### src/rtl/hsa_ram.sv
`timescale 1ns / 1ps
module hsa_ram #(
	parameter int WIDTH = 32,
	parameter int DEPTH = 64
) (
	input  logic                     clk,
	input  logic                     we,
	input  logic [$clog2(DEPTH)-1:0] waddr,
	input  logic [WIDTH-1:0]         wdata,
	input  logic [$clog2(DEPTH)-1:0] raddr,
	output logic [WIDTH-1:0]         rdata
);

	logic [WIDTH-1:0] mem_q [DEPTH];

	// One write port, one registered read port
	always_ff @(posedge clk) begin
		if (we) mem_q[waddr] <= wdata;
		rdata <= mem_q[raddr];
	end

endmodule

### config.mk
export PLATFORM = sky130hd
export DESIGN_NAME = hsa_ram
export DESIGN_NICKNAME = d
export VERILOG_FILES = /design/src/rtl/hsa_ram.sv
export SDC_FILE = /design/constraint.sdc
export NUM_CORES = 2
export LEC_CHECK = 0
export CAP_MARGIN = 20
export CORE_MARGIN = 10
export CORE_UTILIZATION = 50
export CTS_CLUSTER_SIZE = 16
export DETAILED_ROUTE_END_ITERATION = 10
export DONT_BUFFER_PORTS = 1
export GPL_TIMING_DRIVEN = 0
export PLACE_DENSITY = 0.75
export SETUP_SLACK_MARGIN = 0.1
export SYNTH_ARGS = -nofsm -noshare
export SYNTH_HDL_FRONTEND = slang
export SYNTH_SLANG_ARGS = --single-unit
### constraint.sdc
create_clock -name clk -period 3.1 [get_ports clk]
set_input_delay 0.155 -clock clk [delete_from_list [all_inputs] [get_ports clk]]
set_output_delay 0.155 -clock clk [all_outputs]
set_load 0.1 [all_outputs]
==> results by group <==
Status
  • Status: finished, violations left
  • Failing checks: negative setup slack

Floorplanning
  • Core area: 0.156 mm²
  • Die area: 0.173 mm²
  • Row Count: 145
  • Die width: 416 µm
  • Initial Util: 0.503
  • Die H: 416 µm
  • # IOs: 78

Synth
  • Distinct cells, synth: 34
  • Mapped Cells: 3,324
  • Post-synth net total: 3,370
  • Yosys reg bits: 2,080
  • Mapped Area: 0.0785 mm²
  • Yosys Warn Count: 0
  • Sequential element share of the synthesized area: 0.791
  • EDFF count, synth: 2,048
  • Asr flop ratio synth: 0
  • Avg Cell Area, Syn: 23.6 µm²
  • Post-synth top flop: edfxtp_1

Global route
  • Initial antenna violation count: 18
  • Largest net degree at the start of global routing: 65
  • Total GRT Usage: 0.277
  • First-pass GRT wire length: 331 mm
  • Vias in the first global route: 40,400
  • GRT Residual Overflow: 0

Flow run
  • Max-cap check violation count: 0

Routing
  • DRT iter0 DRCs: 7,785
  • Remaining antenna violation count: 0
  • # DRC: 0
  • Vias: 41,000
  • DRT Wirelength: 242 mm
  • DR vias/cell: 6.93
  • Pre-Repair DR Iteration Count: 7
  • Post-detailed-route wirelength per cell: 40.8 µm

Critical path
  • Crit-path max FO: 10
  • Worst EP required: 3750 ps
  • CP startpoint kind: input port
  • Worst EP arrival: 3790 ps
  • Path type of the worst setup path: input port to flip-flop
  • Setup crit start: raddr[1]
  • RR Endpoint: rdata[24]$_DFF_P_
  • Setup slack, reg-to-reg: 330 ps
  • Reg-to-Reg Start: mem_q[13][24]$_DFFE_PP_
  • Crit. End Element: flip-flop
  • R2R depth: 4

Timing
  • Rel. slew slack: 0.193
  • PnR worst setup slack: -39.9 ps
  • Hold Fails Final Rpt: 0
  • Unrepaired setup endpoints after global routing: false
  • Peak Freq: 318 MHz
  • Worst hold slack: 35.9 ps
  • Number of setup violations in the final report: 3
  • Slew @ Worst Pin: 1210 ps
  • Clock Skew: 35.1 ps
  • Period minus WS final: 3140 ps
  • Final Max Slew Viols: 0
  • TNS Setup: -72.5 ps
  • Crit share post-route: 1.01

Finish
  • Net count, final: 3,728
  • FILL cells: 10,400
  • Most common cell after layout, fill and taps aside: edfxtp_1
  • Most frequent cells in the layout: 2,048 x edfxtp_1, 544 x mux4_2, 205 x clkbuf_16
  • Finished Core Util: 0.584
  • Non-Filler Instances: 5,920
  • Syn-to-layout area delta: 16.2%
  • Layout cells sized above 1: 0.290
  • Final design instance area without fill: 0.0912 mm²

Placed design
  • Pre-CTS setup slack: -1430 ps
  • Placed Cells: 5,470
  • Placer Congestion: 0.900
  • Dpl cell area: 0.0834 mm²
  • Port bufs: 0
  • DPL Wire Length: 150 mm

CTS
  • Htree depth: 4
  • CTS tree: done
  • Num CTS Buffers: 200
  • Clk slew on worst S/H paths: 60 ps
  • Clock root buffer: clkbuf_16
  • Postcts setup bufs: 0
  • Longest Clk Path Bufs: 3
  • # clock sinks: 2,080
  • Clk_lat worst skew: 840 ps

Min path
  • Hold Crit Class: input port to flip-flop
  • Hold Path Stages: 2
  • Hold Crit Endpoint: mem_q[49][20]$_DFFE_PP_
  • Worst Hold Launch: waddr[0]

Power
  • Power density over the cells: 651 mW/mm²
  • Peak VDD IR: 0.621 mV
  • Overall power: 59.4 mW
  • Leak: 28.4 nW
[layer usage]
| metal | up-vias | wire, µm | global-route usage |
|---|---|---|---|
| li1 | 15000 | - | - |
| met1 | 21100 | 76700 | 0.346 |
| met2 | 4135 | 108000 | 0.407 |
| met3 | 780 | 39500 | 0.112 |
| met4 | 4 | 16900 | 0.161 |
| met5 | - | 44 | 0 |
[state kept, by name (all words and copies together), names as in the netlist]
name,flops
mem_q,2048
rdata,32
[cells in the mapped netlist (5+ instances only)]
cell type / number / share of area
buf_2: 57 / 0.0036
buf_1: 21 / 0.0010
nand2b_1: 8 / 0.00064
a21oi_1: 62 / 0.0040
mux4_2: 544 / 0.16
nor2_1: 137 / 0.0065
nand3b_1: 5 / 0.00048
nand3_1: 5 / 0.00032
nand2_1: 26 / 0.0012
buf_6: 5 / 0.00072
edfxtp_1: 2048 / 0.78
nor2b_1: 15 / 0.0012
o22ai_1: 84 / 0.0067
clkbuf_1: 74 / 0.0035
dfxtp_1: 32 / 0.0082
nor3_1: 7 / 0.00045
o221ai_1: 27 / 0.0030
a311oi_1: 8 / 0.00089
buf_4: 25 / 0.0024
mux2i_1: 93 / 0.012
a22oi_1: 12 / 0.0011
[how the worst max path moves through the flow]
stage                                    to  slack (ps)
floorplan            mem_q[39][0]$_DFFE_PP_         290
CTS                       rdata[27]$_DFF_P_         130
detailed placement        rdata[16]$_DFF_P_       -1430
global route              rdata[22]$_DFF_P_          90
finish                     rdata[6]$_DFF_P_         -40
global placement    mem_q[19][13]$_DFFE_PP_       -2300
[cell families (layout without fill, tap and decap cells)]
group           count (synthesis)  in the layout  share of synthesized area
flops                        2080           2080                      0.791
mux                           637            637                      0.168
simple gates                  223            223                     0.0127
compound gates                202            202                     0.0167
buf+inv                       182            708                     0.0113
other cells                     0             12                          0
[cell type report]
cell class / instances / area (µm²) / share of cell area
Timing Repair Buffer: 157 / 3140 / 0.0344
Clock buffer: 261 / 5340 / 0.0585
Buffer: 181 / 918 / 0.0101
Multi-Input combinational cell: 1062 / 16000 / 0.175
Clock inverter: 109 / 1090 / 0.0119
Antenna cell: 12 / 30.0 / 0.000329
Sequential cell: 2080 / 62100 / 0.681
Tap cell: 2058 / 2570 / 0.0282
[timing repair]
item / 4_1_cts / 5_1_grt
hold endpoints to repair: 2052 / 0
setup endpoints to repair: 25 / 4
gates resized for setup: 22 / 7
hold buffers: 66 / 0
[where the power goes]
part           switching, mW  leakage (nW)  internal (mW)
Sequential             0.541          18.7           31.1
Combinational           2.17          6.56           1.16
Clock                   10.8          3.12           13.6
[critical path: stages]
cell,delay (ps)
buf_4,340
buf_4,360
buf_2,470
clkdlybuf4s15_2,600
mux4_2,410
o22ai_1,260
nor2_1,170
a21oi_1,760
nor2_1,210
(Power assumes the default switching activity.)
