**src/rtl/hsa_pkg.sv**
```systemverilog
`timescale 1ns / 1ps
package hsa_pkg;

	// Defaults for the top-level parameters
	localparam int WINDOW_LEN_DEF = 128;
	localparam int HARMONICS_DEF  = 32;
	localparam int CHANNELS_DEF   = 3;

	// Field widths
	localparam int CH_W     = 2;
	localparam int SAMPLE_W = 24;
	localparam int HARM_W   = 6;
	localparam int MAG_W    = 32;
	localparam int RATIO_W  = 24;
	localparam int TW_W     = 30;

	localparam logic [63:0] TWO_PI_Q32 = 64'h6_487E_D511;
	localparam logic [RATIO_W-1:0] RATIO_MAX = 24'hFF_FFFF;

	// One finished window handed from front to back
	typedef struct packed {
		logic            bank;
		logic [CH_W-1:0] ch;
	} job_t;

	// Back-end control returned to the front
	typedef struct packed {
		logic pop;
		logic free_bank;
		logic bank;
	} back_ctl_t;

	typedef enum logic [3:0] {
		ST_IDLE,
		ST_MAC,
		ST_ROUND,
		ST_SQ_RE,
		ST_SQ_IM,
		ST_ENERGY,
		ST_SQRT,
		ST_STORE,
		ST_TOTAL,
		ST_EMIT_START,
		ST_RD_MAG,
		ST_LOAD_DIV,
		ST_DIV,
		ST_OUT
	} back_state_t;

	// Twiddle value (cos or sin of 2*pi*m/2^lg, Q28) by Taylor series, for table build
	function automatic logic signed [TW_W-1:0] twiddle(input int m, input int lg,
		input logic want_sin);
		logic [63:0] mp;
		logic [63:0] q32;
		logic [63:0] theta;
		logic [63:0] term;
		logic signed [63:0] c;
		logic signed [63:0] s;
		int nlen;
		nlen = 1 << lg;
		mp = (2 * m <= nlen) ? 64'(m) : 64'(nlen - m);
		q32 = (TWO_PI_Q32 * mp + (64'(nlen) >> 1)) >> lg;
		theta = (q32 + 64'd8) >> 4;
		term = 64'd1 << 28;
		c = $signed(term);
		s = 64'sd0;
		for (int n = 1; n < 40; n++) begin
			if (term != 64'd0) begin
				term = ((term * theta + (64'd1 << 27)) >> 28) / 64'(n);
				case (2'(n))
					2'd0: c = c + $signed(term);
					2'd1: s = s + $signed(term);
					2'd2: c = c - $signed(term);
					default: s = s - $signed(term);
				endcase
			end
		end
		if (2 * m > nlen) s = -s;
		return want_sin ? TW_W'(s) : TW_W'(c);
	endfunction

endpackage

```
**src/rtl/hsa_front.sv**
```systemverilog
`timescale 1ns / 1ps
module hsa_front #(
	parameter int WINDOW_LEN = 128,
	parameter int CHANNELS   = 3
) (
	input  logic                              clk,
	input  logic                              arst_n,
	input  logic                              in_valid,
	output logic                              in_ready,
	input  logic [hsa_pkg::CH_W-1:0]          channel,
	input  logic signed [hsa_pkg::SAMPLE_W-1:0] sample,
	output logic                              win_we,
	output logic [$clog2(WINDOW_LEN):0]       win_waddr,
	output logic [hsa_pkg::SAMPLE_W-1:0]      win_wdata,
	output logic                              job_valid,
	output hsa_pkg::job_t                     job,
	input  hsa_pkg::back_ctl_t                ctl
);
	import hsa_pkg::*;

	localparam int LOGN = $clog2(WINDOW_LEN);

	logic [LOGN-1:0] fill_q;
	logic            wr_bank_q;
	logic [1:0]      busy_q;
	logic [CH_W-1:0] ch_q;
	logic            first_zero_q;
	job_t            queue_q [2];
	logic            q_wp_q;
	logic            q_rp_q;
	logic [1:0]      q_cnt_q;

	logic take;
	logic last_smp;
	logic first_zero_now;
	logic push;
	logic [CH_W-1:0] ch_now;

	// Classify the beat: ignored channel, window fill, window close
	assign in_ready       = !busy_q[wr_bank_q];
	assign take           = in_valid && in_ready && (int'(channel) < CHANNELS);
	assign last_smp       = (fill_q == LOGN'(WINDOW_LEN - 1));
	assign first_zero_now = (fill_q == '0) ? (sample == '0) : first_zero_q;
	assign ch_now         = (fill_q == '0) ? channel : ch_q;
	assign push           = take && last_smp && !first_zero_now;

	assign win_we    = take;
	assign win_waddr = {wr_bank_q, fill_q};
	assign win_wdata = sample;

	assign job_valid = (q_cnt_q != 2'd0);
	assign job       = queue_q[q_rp_q];

	// Fill state and bank ownership
	always_ff @(posedge clk or negedge arst_n) begin
		if (!arst_n) begin
			fill_q       <= '0;
			wr_bank_q    <= 1'b0;
			busy_q       <= 2'b00;
			ch_q         <= '0;
			first_zero_q <= 1'b0;
		end else begin
			if (take) begin
				if (fill_q == '0) begin
					ch_q         <= channel;
					first_zero_q <= (sample == '0);
				end
				fill_q <= last_smp ? '0 : fill_q + 1'b1;
				if (push) wr_bank_q <= !wr_bank_q;
			end
			for (int b = 0; b < 2; b++) begin
				if (push && (wr_bank_q == 1'(b))) busy_q[b] <= 1'b1;
				else if (ctl.free_bank && (ctl.bank == 1'(b))) busy_q[b] <= 1'b0;
			end
		end
	end

	// Two-entry job queue toward the back end
	always_ff @(posedge clk or negedge arst_n) begin
		if (!arst_n) begin
			q_wp_q  <= 1'b0;
			q_rp_q  <= 1'b0;
			q_cnt_q <= 2'd0;
		end else begin
			if (push) q_wp_q <= !q_wp_q;
			if (ctl.pop) q_rp_q <= !q_rp_q;
			q_cnt_q <= q_cnt_q + {1'b0, push} - {1'b0, ctl.pop};
		end
	end

	always_ff @(posedge clk) begin
		if (push) begin
			queue_q[q_wp_q].bank <= wr_bank_q;
			queue_q[q_wp_q].ch   <= ch_now;
		end
	end

endmodule

```
**config.mk**
```make
export PLATFORM = sky130hd
export DESIGN_NAME = hsa_front
export DESIGN_NICKNAME = d
export VERILOG_FILES = /design/src/rtl/hsa_pkg.sv /design/src/rtl/hsa_front.sv
export SDC_FILE = /design/constraint.sdc
export NUM_CORES = 1
export LEC_CHECK = 0
export CAP_MARGIN = 20
export CORE_ASPECT_RATIO = 1.5
export CORE_MARGIN = 2
export CORE_UTILIZATION = 60
export DETAILED_ROUTE_END_ITERATION = 10
export DONT_BUFFER_PORTS = 1
export PLACE_DENSITY = 0.76
export SLEW_MARGIN = 10
export SYNTH_ARGS = -nofsm -noshare
export SYNTH_HDL_FRONTEND = slang
export SYNTH_SLANG_ARGS = --single-unit
```
**constraint.sdc**
```tcl
create_clock -name clk -period 2.9 [get_ports clk]
set_input_delay 0.58 -clock clk [delete_from_list [all_inputs] [get_ports clk]]
set_output_delay 0.58 -clock clk [all_outputs]
set_load 0.005 [all_outputs]
```
==> reports/summary.txt <==
status = completed
Synth Net Count = 157
part of the cycle the worst path needs = 85.7%
worst hold stages = 1
# fillers = 180
Die Y = 60.8 µm
clock slew at reported path FFs = 0.12 ns
Cell Area, Synth = 1290 µm²
I/O Buffers = 0
Core Area = 2030 µm²
final RePlAce weighted congestion = 0.794
GR Overflow Total = 0
Setup Skew = 0.00456 ns
pre-CTS setup slack = 0.435 ns
global-route wire length before repair = 3.27 mm
CP Launch Point = wr_bank_q$_DFFE_PN0P_
design area = 1150 µm²
RR Startpoint = wr_bank_q$_DFFE_PN0P_
Post-Synthesis Cells = 122
hold_sp = ctl[2]
R2R Setup Slk = 0.42 ns
kind of critical path = reg -> reg
flops & latches, synth = 23
most common cell after layout, fill and taps aside = dfrtp_1
pin count of the biggest net entering global routing = 18
antenna violations before repair = 0
IO Pins = 70
setup violators final = 0
DR WL/cell = 17.3 µm
RSZ-0062 raised after global routing = no
CTS buffer count = 3
Vias = 744
H-tree lvl count = 1
critical path endpoint category = register
nets = 137
antenna cells = 0
post-DP HPWL = 1.60 mm
clock latency on the worst-skew pair = 0.32 ns
ranking of synthesized cells by area = dfrtp_1, buf_4, edfxtp_1
sequential area share after synthesis = 47.0%
fin worst setup slack = 0.416 ns
Avg Inst Size Synth = 10.6 µm²
Max clock buf depth = 2
most frequent cells in the layout = dfrtp_1, nand2_1, inv_1
Slew Limit Fails = 0
Distinct cells, synth = 29
PwrDens = 678 nW/µm²
minimum clock period = 2.48 ns
Worst Path Max Fanout = 9
Reg2Reg Capture Point = q_cnt_q[1]$_DFF_PN0_
Warnings, synthesis = 0
final hold vios = 0
Tot Pwr = 0.782 mW
drc violations = 0
register area = 606 µm²
Hold Path End = q_rp_q$_DFFE_PN0P_
TritonCTS clock tree = done
R2R depth = 7
Max-cap violations = 0
P&R area growth vs syn = -10.5%
Antenna Violating Nets Remaining = 0
P_leak = 0.471 nW
die area = 2540 µm²
GRT Util Overall = 18.0%
critical path required time = 3.15 ns
Rel. slew slack = 50.3%
Worst EP arrival = 2.74 ns
CTS resizes = 0
HP Class = in -> reg
DR pass1 iterations = 4
post-synth top area cell = dfrtp_1
Die X-Extent = 41.8 µm
multi-input logic area = 450 µm²
peak supply drop = 0.467 mV
Initial DRC Count = 22
final WL = 2.13 mm
vias in the first global route = 750
layout cells sized above 1 = 14.9%
setup_tns = 0 ns
Root Driver = clkbuf_4
Placement Cell Area = 1120 µm²
# clock sinks = 23
initial core utilization = 63.6%
Achievable Freq = 403 MHz
crit start category = register
number of vias per cell = 6.05
Yosys top cell area share = 33.0%
row count = 20
Worst-Margin Slew = 0.744 ns
==> layout make-up <==
cell class                      count  area share, %
Multi-Input combinational cell     64           39.0
Tap cell                           22           2.39
Sequential cell                    23           52.5
Clock buffer                        4           2.28
Timing Repair Buffer                1          0.868
Inverter                            9           2.93
==> registers in the layout, summed over array words and instances (netlist names) <==
name and count:
busy_q 2, ch_q 2, fill_q 7, first_zero_q 1, q_cnt_q 2, q_rp_q 1, q_wp_q 1, queue_q 6
wr_bank_q 1
==> synth_stat cells, drive strengths merged <==
| cell type | count |
|---|---|
| o41ai | 1 |
| a21oi | 1 |
| buf | 26 |
| o21ai | 9 |
| mux2i | 1 |
| nor4 | 7 |
| o31ai | 1 |
| and4 | 1 |
| and3 | 1 |
| nand2 | 9 |
| mux2 | 7 |
| or2 | 1 |
| inv | 9 |
| nor2 | 2 |
| edfxtp | 6 |
| ha | 3 |
| xnor2 | 7 |
| nand3 | 5 |
| nand4 | 2 |
| or3 | 2 |
| dfrtp | 17 |
| xor2 | 2 |
| a31oi | 2 |
==> timing repair <==
action | 4_1_cts | 5_1_grt
hold buffers | 1 | 0
hold endpoints to repair | 17 | 0
setup buffers | 0 | 0
==> critical path: stages (launching register included) <==
cell and delay [ns]:
dfrtp_1 0.51, mux2i_1 0.37, nand3_2 0.24, or3_1 0.57
xnor2_1 0.21, ha_1 0.18, xor2_1 0.19, xnor2_1 0.14
==> per-stage QoR <==
step	util [%]	hold slack, ns	instances
after global routing	56.9	0.333	123
after floorplan	-	0.284	122
after global placement	55.1	0.285	118
after CTS	56.9	0.329	123
final	56.9	0.327	123
after detailed placement	55.1	0.285	118
==> worst max path at each step <==
stage	to	slack [ns]	cells past startpoint
2_1_floorplan	q_cnt_q[1]$_DFF_PN0_	0.76	8
3_3_place_gp	q_cnt_q[1]$_DFF_PN0_	0.56	7
3_5_place_dp	q_cnt_q[1]$_DFF_PN0_	0.44	7
4_1_cts	q_cnt_q[1]$_DFF_PN0_	0.39	7
5_1_grt	q_cnt_q[1]$_DFF_PN0_	0.18	7
6_report	q_cnt_q[1]$_DFF_PN0_	0.42	7
==> kinds of logic (layout without fill, tap and decap cells) <==
group	Yosys count	after routing	share of synthesized area, %
compound gates	14	14	6.41
xor+xnor	9	9	6.12
fa+ha+maj	3	3	2.91
buf+inv	35	14	18.1
flops	23	23	47.0
mux	8	8	6.89
simple gates	30	30	12.6
==> metal layers <==
| metal | part of all wire [%] | track usage (%) | up-vias |
|---|---|---|---|
| li1 | - | - | 356 |
| met1 | 38 | 20.2 | 329 |
| met3 | 9.3 | 3.57 | 7 |
| met2 | 50 | 30.1 | 52 |
| met5 | 0 | 0 | - |
| met4 | 3.1 | 14.3 | 0 |
==> where the power goes <==
| part | total [mW] | internal, mW | switching [mW] |
|---|---|---|---|
| Clock | 0.148 | 0.0539 | 0.0937 |
| Combinational | 0.157 | 0.0829 | 0.0744 |
| Sequential | 0.477 | 0.394 | 0.0832 |
| Total | 0.782 | 0.530 | 0.251 |
(Power assumes the default switching activity.)
